### config.mk
export PLATFORM = sky130hd
export DESIGN_NAME = light_pen_position_averager_core
export DESIGN_NICKNAME = d
export VERILOG_FILES = /design/src/hw/rtl/lpa_pkg.sv /design/src/hw/rtl/lpa_div.sv /design/src/hw/rtl/lpa_dp.sv /design/src/hw/rtl/lpa_ctrl.sv /design/src/hw/rtl/light_pen_position_averager_core.sv
export SDC_FILE = /design/constraint.sdc
export NUM_CORES = 1
export LEC_CHECK = 0
export BUFFER_PORTS_ARGS = -buffer_cell sky130_fd_sc_hd__buf_2
export CAP_MARGIN = 20
export CORE_ASPECT_RATIO = 0.8
export CORE_MARGIN = 10
export CORE_UTILIZATION = 44
export DETAILED_ROUTE_END_ITERATION = 10
export HOLD_SLACK_MARGIN = 0.02
export PLACE_DENSITY = 0.64
export SYNTH_ARGS = -nofsm -noshare
export SYNTH_HDL_FRONTEND = slang
export SYNTH_SLANG_ARGS = --single-unit
### constraint.sdc
create_clock -name i_clk -period 5.9 [get_ports i_clk]
set_input_delay 0.295 -clock i_clk [delete_from_list [all_inputs] [get_ports i_clk]]
set_output_delay 0.295 -clock i_clk [all_outputs]
set_load 0.05 [all_outputs]
### src/hw/rtl/lpa_pkg.sv
// Shared types and constants for the light pen position averager.
`default_nettype none

package lpa_pkg;

    // Register indexes on the configuration port
    localparam logic [1:0] CFG_SAMPLE_COUNT  = 2'd0;
    localparam logic [1:0] CFG_RIGHT_MASK    = 2'd1;
    localparam logic [1:0] CFG_MIDDLE_MASK   = 2'd2;

    localparam logic [6:0]  SAMPLE_COUNT_RST = 7'd4;
    localparam logic [15:0] RIGHT_MASK_RST   = 16'h0400;
    localparam logic [15:0] MIDDLE_MASK_RST  = 16'h0100;

    localparam int unsigned AVG_SHIFT = 8;

    typedef struct packed {
        logic               pen_hit;
        logic signed [15:0] pen_x;
        logic signed [15:0] pen_y;
        logic        [15:0] pot_word;
    } t_in_item;

    typedef struct packed {
        logic signed [15:0] abs_x;
        logic signed [15:0] abs_y;
        logic               position_valid;
        logic        [2:0]  buttons;
    } t_out_item;

    // Controller to datapath
    typedef struct packed {
        logic accept;
        logic div_start;
        logic div_sel_y;
        logic store_x;
        logic store_y;
    } t_dp_cmd;

    // Datapath to controller
    typedef struct packed {
        logic forming;
        logic out_full;
    } t_dp_sts;

endpackage

`default_nettype wire

### src/hw/rtl/lpa_div.sv
// Serial signed-by-unsigned divider, one quotient bit per cycle, truncating toward zero.
`default_nettype none

module lpa_div (
    input  wire logic               i_clk,
    input  wire logic               i_rst_n,
    input  wire logic               i_start,
    input  wire logic signed [15:0] i_dividend,
    input  wire logic        [6:0]  i_divisor,
    output logic                    o_done,
    output logic             [15:0] o_quotient
);

    logic        r_busy;
    logic        r_done;
    logic [3:0]  r_cnt;
    logic [15:0] r_mag;
    logic [6:0]  r_rem;
    logic        r_neg;
    logic [6:0]  r_div;

    logic [15:0] dividend_mag;
    logic [7:0]  rem_shift;
    logic        rem_ge;
    logic [7:0]  rem_sub;

    assign dividend_mag = i_dividend[15] ? (~i_dividend + 16'd1) : i_dividend;
    assign rem_shift    = {r_rem, r_mag[15]};
    assign rem_ge       = rem_shift >= {1'b0, r_div};
    assign rem_sub      = rem_shift - {1'b0, r_div};

    always_ff @(posedge i_clk) begin
        if (!i_rst_n) begin
            r_busy <= 1'b0;
            r_done <= 1'b0;
            r_cnt  <= '0;
        end else if (i_start) begin
            r_busy <= 1'b1;
            r_done <= 1'b0;
            r_cnt  <= 4'd15;
        end else if (r_busy) begin
            r_cnt <= r_cnt - 4'd1;
            if (r_cnt == 4'd0) begin
                r_busy <= 1'b0;
                r_done <= 1'b1;
            end
        end else begin
            r_done <= 1'b0;
        end
    end

    always_ff @(posedge i_clk) begin
        if (i_start) begin
            r_mag <= dividend_mag;
            r_rem <= '0;
            r_neg <= i_dividend[15];
            r_div <= i_divisor;
        end else if (r_busy) begin
            r_mag <= {r_mag[14:0], rem_ge};
            r_rem <= rem_ge ? rem_sub[6:0] : rem_shift[6:0];
        end
    end

    assign o_done     = r_done;
    assign o_quotient = r_neg ? (~r_mag + 16'd1) : r_mag;

endmodule

`default_nettype wire

### src/hw/rtl/lpa_dp.sv
// Datapath: config registers, accumulators, smoothed position and output register.
`default_nettype none

module lpa_dp (
    input  wire logic                    i_clk,
    input  wire logic                    i_rst_n,
    input  wire logic                    i_cfg_we,
    input  wire logic [1:0]              i_cfg_idx,
    input  wire logic [15:0]             i_cfg_wdata,
    input  wire lpa_pkg::t_in_item       i_in_item,
    input  wire logic                    i_out_stall,
    input  wire lpa_pkg::t_dp_cmd        i_cmd,
    input  wire logic [15:0]             i_quotient,
    output lpa_pkg::t_dp_sts             o_sts,
    output logic signed [15:0]           o_dividend,
    output logic [6:0]                   o_divisor,
    output logic                         o_out_valid,
    output lpa_pkg::t_out_item           o_out_item
);

    logic [6:0]  r_sample_count;
    logic [15:0] r_right_mask;
    logic [15:0] r_middle_mask;

    logic [15:0] r_smooth_x;
    logic [15:0] r_smooth_y;
    logic        r_valid_flag;
    logic [15:0] r_sum_x;
    logic [15:0] r_sum_y;
    logic [6:0]  r_tick_index;
    logic [6:0]  r_hit_count;

    // Operands held for the divider across a forming request
    logic [15:0] r_hold_x;
    logic [15:0] r_hold_y;
    logic [6:0]  r_hold_cnt;

    logic                r_out_valid;
    lpa_pkg::t_out_item  r_out_item;

    logic        forming;
    logic [2:0]  buttons;
    logic [15:0] avg_shifted;

    assign forming = r_tick_index == r_sample_count;
    assign buttons = {((i_in_item.pot_word & r_middle_mask) == 16'd0),
                      ((i_in_item.pot_word & r_right_mask) == 16'd0),
                      1'b0};
    // Only the low byte of the quotient survives the shift
    assign avg_shifted = (r_hold_cnt == 7'd0) ? 16'd0
                       : {i_quotient[15-lpa_pkg::AVG_SHIFT:0], {lpa_pkg::AVG_SHIFT{1'b0}}};

    always_ff @(posedge i_clk) begin
        if (!i_rst_n) begin
            r_sample_count <= lpa_pkg::SAMPLE_COUNT_RST;
            r_right_mask   <= lpa_pkg::RIGHT_MASK_RST;
            r_middle_mask  <= lpa_pkg::MIDDLE_MASK_RST;
        end else if (i_cfg_we) begin
            case (i_cfg_idx)
                lpa_pkg::CFG_SAMPLE_COUNT: r_sample_count <= i_cfg_wdata[6:0];
                lpa_pkg::CFG_RIGHT_MASK:   r_right_mask   <= i_cfg_wdata;
                lpa_pkg::CFG_MIDDLE_MASK:  r_middle_mask  <= i_cfg_wdata;
                default: ;
            endcase
        end
    end

    always_ff @(posedge i_clk) begin
        if (!i_rst_n) begin
            r_smooth_x   <= '0;
            r_smooth_y   <= '0;
            r_valid_flag <= 1'b0;
            r_sum_x      <= '0;
            r_sum_y      <= '0;
            r_tick_index <= '0;
            r_hit_count  <= '0;
        end else begin
            if (i_cmd.accept) begin
                if (forming) begin
                    r_valid_flag <= r_hit_count >= {1'b0, r_sample_count[6:1]};
                    r_sum_x      <= '0;
                    r_sum_y      <= '0;
                    r_tick_index <= '0;
                    r_hit_count  <= '0;
                end else begin
                    r_tick_index <= r_tick_index + 7'd1;
                    if (i_in_item.pen_hit) begin
                        r_hit_count <= r_hit_count + 7'd1;
                        r_sum_x     <= r_sum_x + i_in_item.pen_x;
                        r_sum_y     <= r_sum_y + i_in_item.pen_y;
                    end
                end
            end
            if (i_cmd.store_x) begin
                r_smooth_x <= avg_shifted;
            end
            if (i_cmd.store_y) begin
                r_smooth_y <= avg_shifted;
            end
        end
    end

    always_ff @(posedge i_clk) begin
        if (i_cmd.accept && forming) begin
            r_hold_x   <= r_sum_x;
            r_hold_y   <= r_sum_y;
            r_hold_cnt <= r_hit_count;
        end
    end

    always_ff @(posedge i_clk) begin
        if (!i_rst_n) begin
            r_out_valid <= 1'b0;
        end else if (i_cmd.accept) begin
            r_out_valid <= 1'b1;
        end else if (!i_out_stall) begin
            r_out_valid <= 1'b0;
        end
    end

    always_ff @(posedge i_clk) begin
        if (i_cmd.accept) begin
            r_out_item.abs_x          <= r_smooth_x;
            r_out_item.abs_y          <= r_smooth_y;
            r_out_item.position_valid <= r_valid_flag;
            r_out_item.buttons        <= buttons;
        end
    end

    assign o_sts.forming  = forming;
    assign o_sts.out_full = r_out_valid;
    assign o_dividend     = i_cmd.div_sel_y ? r_hold_y : r_hold_x;
    assign o_divisor      = r_hold_cnt;
    assign o_out_valid    = r_out_valid;
    assign o_out_item     = r_out_item;

endmodule

`default_nettype wire

### src/hw/rtl/lpa_ctrl.sv
// Controller: request acceptance and sequencing of the two divisions on a forming tick.
`default_nettype none

module lpa_ctrl (
    input  wire logic              i_clk,
    input  wire logic              i_rst_n,
    input  wire logic              i_in_valid,
    input  wire logic              i_out_stall,
    input  wire lpa_pkg::t_dp_sts  i_sts,
    input  wire logic              i_div_done,
    output logic                   o_in_stall,
    output lpa_pkg::t_dp_cmd       o_cmd
);

    typedef enum logic [1:0] {
        ST_IDLE,
        ST_DIV_X,
        ST_DIV_Y
    } t_state;

    t_state r_state;
    logic   r_div_start;
    logic   r_sel_y;
    logic   accept;

    // Output register frees up when it is taken this cycle
    assign o_in_stall = (r_state != ST_IDLE) || (i_sts.out_full && i_out_stall);
    assign accept     = i_in_valid && !o_in_stall;

    always_ff @(posedge i_clk) begin
        if (!i_rst_n) begin
            r_state     <= ST_IDLE;
            r_div_start <= 1'b0;
            r_sel_y     <= 1'b0;
        end else begin
            r_div_start <= 1'b0;
            case (r_state)
                ST_IDLE: begin
                    if (accept && i_sts.forming) begin
                        r_state     <= ST_DIV_X;
                        r_div_start <= 1'b1;
                        r_sel_y     <= 1'b0;
                    end
                end
                ST_DIV_X: begin
                    if (i_div_done) begin
                        r_state     <= ST_DIV_Y;
                        r_div_start <= 1'b1;
                        r_sel_y     <= 1'b1;
                    end
                end
                ST_DIV_Y: begin
                    if (i_div_done) begin
                        r_state <= ST_IDLE;
                    end
                end
                default: begin
                    r_state <= ST_IDLE;
                end
            endcase
        end
    end

    assign o_cmd.accept    = accept;
    assign o_cmd.div_start = r_div_start;
    assign o_cmd.div_sel_y = r_sel_y;
    assign o_cmd.store_x   = (r_state == ST_DIV_X) && i_div_done;
    assign o_cmd.store_y   = (r_state == ST_DIV_Y) && i_div_done;

endmodule

`default_nettype wire

### src/hw/rtl/light_pen_position_averager_core.sv
// Top level of the light pen position averager.
//
//  channel   direction  handshake                   payload
//  in        input      i_in_valid / o_in_stall     i_in_item  (lpa_pkg::t_in_item)
//  out       output     o_out_valid / i_out_stall   o_out_item (lpa_pkg::t_out_item)
//  cfg       input      i_cfg_we                    i_cfg_idx, i_cfg_wdata
//
// An ordinary tick's result is registered and offered on the output the next cycle.
// A forming tick (tick count reached sample_count) then runs two 16-step serial
// divisions on one shared divider, during which input is stalled.
// Input is also stalled while the output register holds an untaken result.
// Reset is synchronous, active low, and restores the register defaults.
`default_nettype none

module light_pen_position_averager_core (
    input  wire logic                i_clk,
    input  wire logic                i_rst_n,
    input  wire logic                i_cfg_we,
    input  wire logic [1:0]          i_cfg_idx,
    input  wire logic [15:0]         i_cfg_wdata,
    input  wire logic                i_in_valid,
    output logic                     o_in_stall,
    input  wire lpa_pkg::t_in_item   i_in_item,
    output logic                     o_out_valid,
    input  wire logic                i_out_stall,
    output lpa_pkg::t_out_item       o_out_item
);

    lpa_pkg::t_dp_cmd   cmd;
    lpa_pkg::t_dp_sts   sts;
    logic               div_done;
    logic [15:0]        quotient;
    logic signed [15:0] dividend;
    logic [6:0]         divisor;

    lpa_ctrl u_ctrl (
        .i_clk       (i_clk),
        .i_rst_n     (i_rst_n),
        .i_in_valid  (i_in_valid),
        .i_out_stall (i_out_stall),
        .i_sts       (sts),
        .i_div_done  (div_done),
        .o_in_stall  (o_in_stall),
        .o_cmd       (cmd)
    );

    lpa_dp u_dp (
        .i_clk       (i_clk),
        .i_rst_n     (i_rst_n),
        .i_cfg_we    (i_cfg_we),
        .i_cfg_idx   (i_cfg_idx),
        .i_cfg_wdata (i_cfg_wdata),
        .i_in_item   (i_in_item),
        .i_out_stall (i_out_stall),
        .i_cmd       (cmd),
        .i_quotient  (quotient),
        .o_sts       (sts),
        .o_dividend  (dividend),
        .o_divisor   (divisor),
        .o_out_valid (o_out_valid),
        .o_out_item  (o_out_item)
    );

    lpa_div u_div (
        .i_clk      (i_clk),
        .i_rst_n    (i_rst_n),
        .i_start    (cmd.div_start),
        .i_dividend (dividend),
        .i_divisor  (divisor),
        .o_done     (div_done),
        .o_quotient (quotient)
    );

`ifndef SYNTH
    a_accept_fills_out: assert property (@(posedge i_clk) disable iff (!i_rst_n)
        cmd.accept |=> o_out_valid)
        else $error("accepted request did not produce a result");

    a_forming_stalls: assert property (@(posedge i_clk) disable iff (!i_rst_n)
        (cmd.accept && sts.forming) |=> o_in_stall)
        else $error("forming request did not stall input");

    a_done_while_busy: assert property (@(posedge i_clk) disable iff (!i_rst_n)
        div_done |-> (o_in_stall && !cmd.accept))
        else $error("divider finished outside a forming sequence");
`endif

endmodule

`default_nettype wire

# Word-level counts from Yosys, hierarchy flattened

Index checks and enable logic that the tools add are counted.

Add/sub/neg operators: 8
Magnitude comparators: 2
Equal/unequal tests: 9
Mux-type cells: 31
Bitwise gates (word level): 6
Reduce and logical (&&, ||, !) cells: 25

Operators with widths:

| operator                                       | number |
|---|---|
| two-way mux 16 bit                             | 9 |
| adder 16 bit                                   | 2 |
| bitwise AND 16 bit                             | 2 |
| zero test 16 bit                               | 2 |
| two-way mux 7 bit                              | 4 |
| adder 16 x 1 -> 16 bit (second input constant) | 1 |
| inverter 16 bit                                | 1 |
| adder 7 x 1 -> 7 bit (second input constant)   | 2 |
| AND reduction 2 bit                            | 5 |
| two-way mux 1 bit                              | 9 |
| adder 8 x 1 -> 8 bit (second input constant)   | 1 |
| >= comparator 8 x 7 -> 1 bit                   | 1 |
| two-way mux 4 bit                              | 2 |
| two-way mux 8 bit                              | 1 |
| != test 2 x 1 -> 1 bit (second input constant) | 4 |
| inverter 8 bit                                 | 1 |
| nonzero test 2 bit                             | 4 |
| equality test 7 bit                            | 1 |
| >= comparator 7 x 6 -> 1 bit                   | 1 |
| zero test 7 bit                                | 1 |
| subtractor 7 bit                               | 1 |
| two-way mux 2 bit                              | 3 |
| case mux 2 bit (3 select lines)                | 1 |
| AND reduction 3 bit                            | 2 |
| other kinds (11)                               | 20 |

Flip-flop bits (word level): 234
Bits of input ports: 72
Output and inout port bits: 38
Logic and storage cells: 109

# Longest topological paths before layout

Gate-level depths: netlist of the first run.

Depth in word-level cells: 7
Depth in mapped cells: 11
Gate-level depth less buffers: 10

# Modules after synthesis

From an unflattened synthesis of the first run, not the netlist that was laid out.

Cells, all modules: 1,079
Area total of the unflattened synthesis: 10,348.7 um2

By module, submodules not included:

| module   | times used | cells an instance | area an instance (um2) | sequential area each (um2) |
|---|---|---|---|---|
| lpa_dp   | 1          | 785               | 7,663.6                | 3,803.6 |
| lpa_div  | 1          | 271               | 2,478.6                | 980.9 |
| lpa_ctrl | 1          | 23                | 206.4                  | 80.1 |

# Least setup slack after synthesis of the first run

Ideal clock, no wire load.

Kind: reg2reg
From: register u_dp.r_out_valid, in the netlist u_dp.o_out_valid
To: register u_dp.r_hold_cnt[0], in the netlist u_dp.o_divisor[0], enable pin
Library setup time: 0.395 ns
Arrival time: 2.281 ns
Data required time: 5.505 ns
Setup slack: 3.224 ns
Cell stages (with the launch flop): 6
Clock period less this slack: 2.676 ns
Path through: dfxtp_1 a211oi_2 nand2_1 inv_2 nand2_1 inv_1

RTL lines:

| item                   | line          | RTL |
|---|---|---|
| start, declared        | lpa_dp.sv:38  | `logic r_out_valid;` |
| start signal, assigned | lpa_dp.sv:113 | `r_out_valid <= 1'b0;` |
| start signal, assigned | lpa_dp.sv:115 | `r_out_valid <= 1'b1;` |
| start signal, assigned | lpa_dp.sv:117 | `r_out_valid <= 1'b0;` |
| end signal, assigned   | lpa_dp.sv:107 | `r_hold_cnt <= r_hit_count;` |
| end, declared          | lpa_dp.sv:36  | `logic [6:0] r_hold_cnt;` |

# Worst setup path after layout of the first run

From: register u_dp.r_tick_index[0]
To: register u_dp.r_hold_x[11], enable pin

Cells in the longest elaborated chain, start to end: 2

RTL lines:

| item                   | line          | RTL |
|---|---|---|
| start, declared        | lpa_dp.sv:30  | `logic [6:0] r_tick_index;` |
| start signal, assigned | lpa_dp.sv:86  | `r_tick_index <= r_tick_index + 7'd1;` |
| equality test 7 bit    | lpa_dp.sv:45  | `assign forming = r_tick_index == r_sample_count;` |
| logical AND 1 bit      | lpa_dp.sv:104 | `if (i_cmd.accept && forming) begin` |
| end signal, assigned   | lpa_dp.sv:105 | `r_hold_x <= r_sum_x;` |
| end, declared          | lpa_dp.sv:34  | `logic [15:0] r_hold_x;` |

Every way passes these cells.
A chain may end at the register's enable or synchronous reset.

==> results.md, run 1 <==
- Outcome: finished clean
- Die W: 190 um
- GP Congestion: 0.887
- Die ar.: 0.0298 sq mm
- Total Wirelength: 22800 um
- Port bufs: 92
- Register bit total from synthesis: 202
- Total CTS buffers: 21
- Setup crit end kind: register
- CTS Buffer Depth: 3
- Initial Util: 0.451
- Via count: 7494
- R2r startpoint: u_dp.r_tick_index[0]
- Clock latency on the worst-skew pair: 0.50 ns
- Area occupied by multi-input gates: 0.00497 sq mm
- Largest net degree at the start of global routing: 94
- Antenna violations before repair: 0
- Critical path origin: u_dp.r_tick_index[0]
- Hold Path Class: in2reg
- Tot Pwr: 3.45 mW
- Synth cell count leaders: dfxtp_1 (120), nand2_1 (120), edfxtp_1 (82)
- Leak pwr: 4.48 nW
- Pwr dens: 298 mW/mm^2
- Area contributors post-synth: edfxtp_1 (24%), dfxtp_1 (23%), ha_1 (5.9%), nand2_1 (4.4%), a21boi_0 (3.2%)
- Final hold violations: 0
- Vert. Die Dim: 156 um
- WP data arrival: 2.86 ns
- Syn avg cell area: 9.91 sq um
- Rows: 49
- Synth warn: 0
- Vias in the first global route: 7280
- Vias per cell: 5.23
- CP Launch Type: register
- Crit path to: u_dp.r_hold_x[11]
- Post-cts resize count: 0
- Sum Neg Setup Slack: 0 ns
- First-iteration detailed-routing DRC count: 431
- FF-to-FF End: u_dp.r_hold_x[11]
- Placed cells: 1394
- First-pass DRT Iterations: 5
- Gr usage total: 0.149
- Final ANT Viol Nets: 0
- Slew Viols, Final: 0
- Largest family of logic cells by synthesized area: compound AO/OA/AOI/OAI gates
- Ant. Diodes: 0
- Internal power: 2.52 mW
- Post-Syn Area: 0.0102 sq mm
- Mux contribution to synthesized area: 0.0344
- DRC: 0
- EDFF count, synth: 82
- Register area share after synthesis: 0.476
- Nets@finish: 1236
- Clk pwr share: 0.377
- CTS tree: yes
- RSZ-0062 raised after global routing: no
- Tightest Pin Transition: 0.965 ns
- Max_slew headroom: 0.338
- # setup viols final: 0
- Synth unique cells: 73
- XOR/XNOR Fraction of Synth Area: 0.0497
- Flop-to-flop setup slack: 3.19 ns
- Post CTS Setup Buffer Count: 0
- HPWL Detailed: 16800 um
- First-pass GRT wire length: 37200 um
- Hold Crit Depth: 3
- Fin crit period: 2.71 ns
- Synthesized instance count: 1032
- H-tree depth: 1
- Max VDD drop: 0.000195 V
- CP max FO: 34
- Area Growth Syn to Fin: 13.3%
- TritonCTS Sinks: 202
- Layout cells sized above 1: 0.137
- Total grt overflow: 0
- Worst-path clk slew: 0.06 ns
- Net Sw Power: 0.927 mW
- Ys async rst share: 0
- Final Cycle Share: 0.460
- Setup Skew: 0.00940 ns
- Post-Synth Adder-Cell Area: 0.0646
- Post-Synth Simple-Gate Area: 0.161
- Reg2Reg Depth: 6
- CTS Root Buffer Type: clkbuf_16
- Final non-filler cell total: 1434
- Share of the synthesized area in the top cell type: 0.241
- WL/cell: 15.9 um
- Gate power share: 0.166
- Io pins: 110
- Crit Path Class: reg2reg
- Switching part of the total power: 0.269
- Max cap viols: 0
- Sequential Area: 0.00486 sq mm
- Worst EP required: 6.05 ns
- # fillers: 2142
- Fmax: 369 MHz
- Post-CTS Hold Buffers: 1
- Register share of total power: 0.458
- Post-synthesis compound-gate area fraction: 0.170
- Yosys top cell by area: edfxtp_1
- Core area: 0.0227 sq mm
- Top_reg_cell synth: dfxtp_1
sequential cells by signal, indices dropped and copies added, names as in the netlist, 2 cells and up:
signal	count
u_dp.r_middle_mask	16
u_dp.r_smooth_y	8
u_div.r_div	7
u_dp.r_sample_count	7
u_dp.r_smooth_x	8
u_dp.r_hold_x	16
u_dp.r_hit_count	7
u_ctrl.r_state	2
u_div.r_rem	7
u_dp.r_hold_y	16
u_dp.r_sum_x	16
u_dp.o_divisor	7
u_div.r_mag	16
u_div.r_cnt	4
u_dp.r_tick_index	7
u_dp.o_out_item	19
u_dp.r_sum_y	16
u_dp.r_right_mask	16
power groups by stage:
stage	clock network, mW	registers, mW	logic [mW]
after floorplan	0	1.62	0.420
after global placement	0	1.61	0.560
after detailed placement	0	1.61	0.565
after CTS	1.33	1.58	0.570
after global routing	1.38	1.59	0.642
final	1.30	1.58	0.572
routing by layer:
| layer | part of all wire | global-route usage |
|---|---|---|
| met1 | 0.51 | 0.213 |
| met2 | 0.43 | 0.228 |
| met3 | 0.047 | 0.0298 |
| met4 | 0.015 | 0.0307 |
| met5 | 0 | 0 |
cell type report:
| type | count | share of cell area |
|---|---|---|
| clock inverter | 14 | 0.0108 |
| inverter | 40 | 0.0130 |
| sequential | 202 | 0.420 |
| tap | 306 | 0.0330 |
| clock buffer | 24 | 0.0482 |
| timing repair buffer | 101 | 0.0458 |
| multi-input combinational | 747 | 0.429 |
worst min-delay path by stage:
stage,startpoint,end,slack [ns]
final,i_cfg_wdata[10],u_dp.r_right_mask[10],0.03
after global routing,i_cfg_wdata[10],u_dp.r_right_mask[10],0.04
after CTS,i_cfg_wdata[10],u_dp.r_right_mask[10],0.02
after detailed placement,u_dp.r_smooth_x[9],u_dp.o_out_item[29],0.42
after global placement,u_dp.r_smooth_x[9],u_dp.o_out_item[29],0.41
after floorplan,u_dp.r_valid_flag,u_dp.o_out_item[3],0.40
worst max-delay path, stage by stage, from the launching register on:
cell and delay [ns]:
dfxtp_1 0.43, xor2_1 0.11, nor4_2 0.34, and2_1 0.52, nand2_1 0.24, inv_1 0.29, buf_4 0.42
through the flow:
stage	hold slack, ns	setup WS [ns]	instance area, sq um	util
2_1_floorplan	0.403	3.22	10300	-
3_3_place_gp	0.415	3.26	10900	0.480
3_5_place_dp	0.418	3.15	10900	0.480
4_1_cts	0.0220	3.20	11600	0.510
5_1_grt	0.0425	2.89	11600	0.511
6_report	0.0340	3.19	11600	0.511
layout by cell type (no fill, tap or decap), types with 17 or more instances in the layout:
master	synthesis	final
xnor2_1	25	25
edfxtp_1	82	82
inv_1	39	39
or3_1	17	17
nand2_1	120	120
xor2_1	33	33
dfxtp_1	120	120
a21oi_1	59	59
nor3_1	21	21
a21boi_0	43	43
buf_2	4	92
nor2_1	53	53
nor2b_1	33	33
conb_1	1	17
o21ai_0	39	39
mux2i_1	25	25
clkbuf_16	0	22
ha_1	48	48
cell families after synthesis:
| group | Yosys count |
|---|---|
| AO/OA/AOI/OAI | 258 |
| XOR/XNOR | 58 |
| adder cells (fa/ha/maj) | 51 |
| buffers and inverters | 99 |
| flip-flops | 202 |
| multiplexers | 34 |
| other | 1 |
| AND/OR/NAND/NOR | 329 |
Note: power is estimated with default switching activity, not from simulation.
==> run 2: changes to the inputs <==
- ABC_AREA: default -> 1
- PLACE_DENSITY: 0.64 -> 0.63
- clock period: 5.9 -> 2.8 ns (I/O delays scaled with it)
==> results.md, run 2 <==
- Vias per cell: 4.91 (-6.0%)
- Max reg flops: 19 (unchanged)
- Max cap viols: 0 (unchanged)
- # setup viols final: 0 (unchanged)
- Synth cell count leaders: nand2_1 (336), inv_1 (156), nor2_1 (128)
- Worst slack at placement: 0.598 ns (-2.55 ns)
- Final hold violations: 0 (unchanged)
- FF-to-FF End: u_div.r_rem[6]
- Fin crit period: 2.21 ns (-0.503 ns)
- Most frequent cells in the layout: nand2_1 (336), inv_1 (156), nor2_1 (128)
- Total Wirelength: 25400 um (+12%)
- Yosys top cell by area: edfxtp_1
- Switching part of the total power: 0.268 (-0.000346)
- Rows: 50 (+2.0%)
- TritonCTS Sinks: 202 (unchanged)
- Vias in the first global route: 8276 (+14%)
- RSZ-0062 raised after global routing: no
- WL/cell: 14.2 um (-10%)
- Antenna violations before repair: 0 (unchanged)
- Gr busiest metal: met2
- GP Congestion: 0.832 (-6.2%)
- Via count: 8765 (+17%)
- Post-Synth Simple-Gate Area: 0.262 (+0.102)
- Top_reg_cell synth: dfxtp_1
- Post-cts resize count: 0 (unchanged)
- Total CTS buffers: 21 (unchanged)
- Pwr dens: 575 mW/mm^2 (+93%)
- Final instance area: 0.0121 sq mm (+4.6%)
- XOR/XNOR Fraction of Synth Area: 0.0248 (-0.0248)
- Die ar.: 0.0307 sq mm (+3.1%)
- Max_slew headroom: 0.497 (+0.159)
- Internal power: 5.10 mW (+100%)
- DP Area: 0.0113 sq mm (+3.6%)
- Worst-path clk slew: 0.06 ns (about the same)
- CP max FO: 14 (-59%)
- Area contributors post-synth: edfxtp_1 (23%), dfxtp_1 (23%), nand2_1 (12%), ha_1 (5.7%), inv_1 (5.5%)
- Crit path to: u_div.r_rem[6]
- CTS tree: yes
- Leak pwr: 5.65 nW (+26%)
- First-pass GRT wire length: 42000 um (+13%)
- EDFF count, synth: 82 (unchanged)
- Final ANT Viol Nets: 0 (unchanged)
- Synthesized instance count: 1350 (+31%)
- PnR worst setup slack: 0.591 ns (-2.60 ns)
- Largest family of logic cells by synthesized area: simple AND/OR/NAND/NOR gates
- Vert. Die Dim: 159 um (+1.5%)
- Area Growth Syn to Fin: 14.6%
- # fillers: 2318 (+8.2%)
- Gate power share: 0.148 (-0.018)
- Critical path origin: u_div.r_mag[15]
- Largest net degree at the start of global routing: 46 (-51%)
- Clock latency on the worst-skew pair: 0.49 ns (about the same)
- Register bit total from synthesis: 202 (unchanged)
- Share of the synthesized area in the top cell type: 0.233 (-0.00806)
- Ant. Diodes: 0 (unchanged)
- Slew Viols, Final: 0 (unchanged)
- WP data arrival: 2.56 ns (-0.30 ns)
- Outcome: finished clean
- GRT met1 Usage: 0.232 (+0.0188)
- Layout cells sized above 1: 0.110 (-0.0265)
- Post-Syn Area: 0.0106 sq mm (+3.5%)
- Crit Path Class: reg2reg
- Synth unique cells: 44 (-40%)
- Post-CTS Hold Buffers: 19 (+18)
- Gr usage total: 0.161 (+0.0122)
- Worst EP required: 3.15 ns (-2.90 ns)
- Reg2Reg Depth: 10 (+4)
- Post-Synth Adder-Cell Area: 0.0624 (-0.00216)
- Met2 Use GR: 0.250 (+0.0227)
- CTS Buffer Depth: 3 (unchanged)
- CTS Root Buffer Type: clkbuf_16
- Synth warn: 0 (unchanged)
- Setup crit end kind: register
- Sum Neg Setup Slack: 0 ns (unchanged)
- Core area: 0.0235 sq mm (+3.7%)
- Mux contribution to synthesized area: 0 (-0.0344)
- Post CTS Setup Buffer Count: 0 (unchanged)
- Final non-filler cell total: 1785 (+24%)
- CP Launch Type: register
- HPWL Detailed: 18900 um (+12%)
- Final Cycle Share: 0.789 (+0.329)
- Fmax: 453 MHz (+23%)
- Nets@finish: 1582 (+28%)
- Setup Skew: 0.0101 ns (+0.000700 ns)
- Total grt overflow: 0 (unchanged)
- Initial Util: 0.450 (-0.00101)
- Ys async rst share: 0 (unchanged)
- Tightest Pin Transition: 0.754 ns (-0.210 ns)
- Die W: 193 um (+1.5%)
- H-tree depth: 1 (unchanged)
- Register area share after synthesis: 0.460 (-0.0159)
- Post-synthesis compound-gate area fraction: 0.103 (-0.0665)
- GR Util met3: 0.0244 (-0.00538)
- Placed cells: 1729 (+24%)
- Syn avg cell area: 7.84 sq um (-21%)
- Hold Path Class: in2reg
- First-pass DRT Iterations: 5 (unchanged)
- Port bufs: 92 (unchanged)
- Most frequent cell after synthesis: nand2_1
- DRC: 0 (unchanged)
- Max VDD drop: 0.000351 V (+80%)
- Leading cell type in the layout, fill and taps excluded: nand2_1
- Register share of total power: 0.471 (+0.013)
- Clk pwr share: 0.381 (+0.004)
- R2r startpoint: u_div.r_mag[15]
- Flop-to-flop setup slack: 0.59 ns (-2.60 ns)
- Io pins: 110 (unchanged)
- First-iteration detailed-routing DRC count: 581 (+35%)
- Net Sw Power: 1.87 mW (+100%)
run 2: cell count changes after synthesis, moves of 17 or more:
cell	delta
xor2_1	-19
or3_1	-17
nor2b_1	-33
nand2_1	+216
mux2i_1	-25
o21ai_0	+44
nand3_1	+92
inv_1	+117
a21boi_0	-42
nor2_1	+75
a21oi_1	+27
run 2: metrics by stage:
stage,hold WS (ns),total power [mW],util
final,0.0586,6.97,0.515
after detailed placement,0.381,4.35,0.480
after global routing,0.0736,7.30,0.515
after CTS,0.0502,7.04,0.515
after floorplan,0.266,4.09,-
after global placement,0.378,4.34,0.480
run 2: worst min-delay path by stage:
stage | start | endpoint | slack, ns | depth (start not counted)
5_1_grt | i_in_item[32] | u_dp.r_sum_x[0] | 0.07 | 4
3_5_place_dp | i_cfg_wdata[8] | u_dp.r_middle_mask[8] | 0.38 | 3
6_report | i_in_item[47] | u_dp.r_sum_x[15] | 0.06 | 5
2_1_floorplan | i_cfg_wdata[8] | u_dp.r_middle_mask[8] | 0.27 | 2
4_1_cts | i_in_item[47] | u_dp.r_sum_x[15] | 0.05 | 5
3_3_place_gp | i_cfg_wdata[8] | u_dp.r_middle_mask[8] | 0.38 | 3
run 2: critical path: stages (launching register included):
cell      delay, ns
edfxtp_1       0.38
inv_1          0.07
ha_1           0.13
inv_1          0.05
fa_1           0.40
nand2_1        0.08
nand2_1        0.09
nand2_1        0.08
nand3_1        0.38
o211ai_1       0.31
o21ai_0        0.11
run 2: metal layers:
layer	wire length, um	up-vias
met2	11000	135
met5	0	-
li1	-	4626
met3	932	24
met4	393	0
met1	13100	3980
run 2: cells by family after synthesis:
family                     after synthesis
buffers and inverters                  214
xor gates and xnor gates                30
adders and majority gates               51
other                                    1
DFF                                    202
AOI/OAI and AO/OA                      205
and+or+nand+nor                        647
run 2: power groups by stage:
stage,Combinational (mW),Clock [mW],Sequential [mW]
3_3_place_gp,0.992,0,3.34
3_5_place_dp,1.00,0,3.35
6_report,1.03,2.65,3.28
5_1_grt,1.16,2.84,3.30
2_1_floorplan,0.717,0,3.38
4_1_cts,1.03,2.73,3.28
run 2: area by class of cell:
class	count	area (sq um)	area share
tap	312	390	0.0322
sequential	202	4860	0.401
multi-input combinational	950	4860	0.401
clock buffer	31	593	0.0489
clock inverter	6	55.1	0.00454
timing repair buffer	126	763	0.0630
inverter	158	596	0.0491
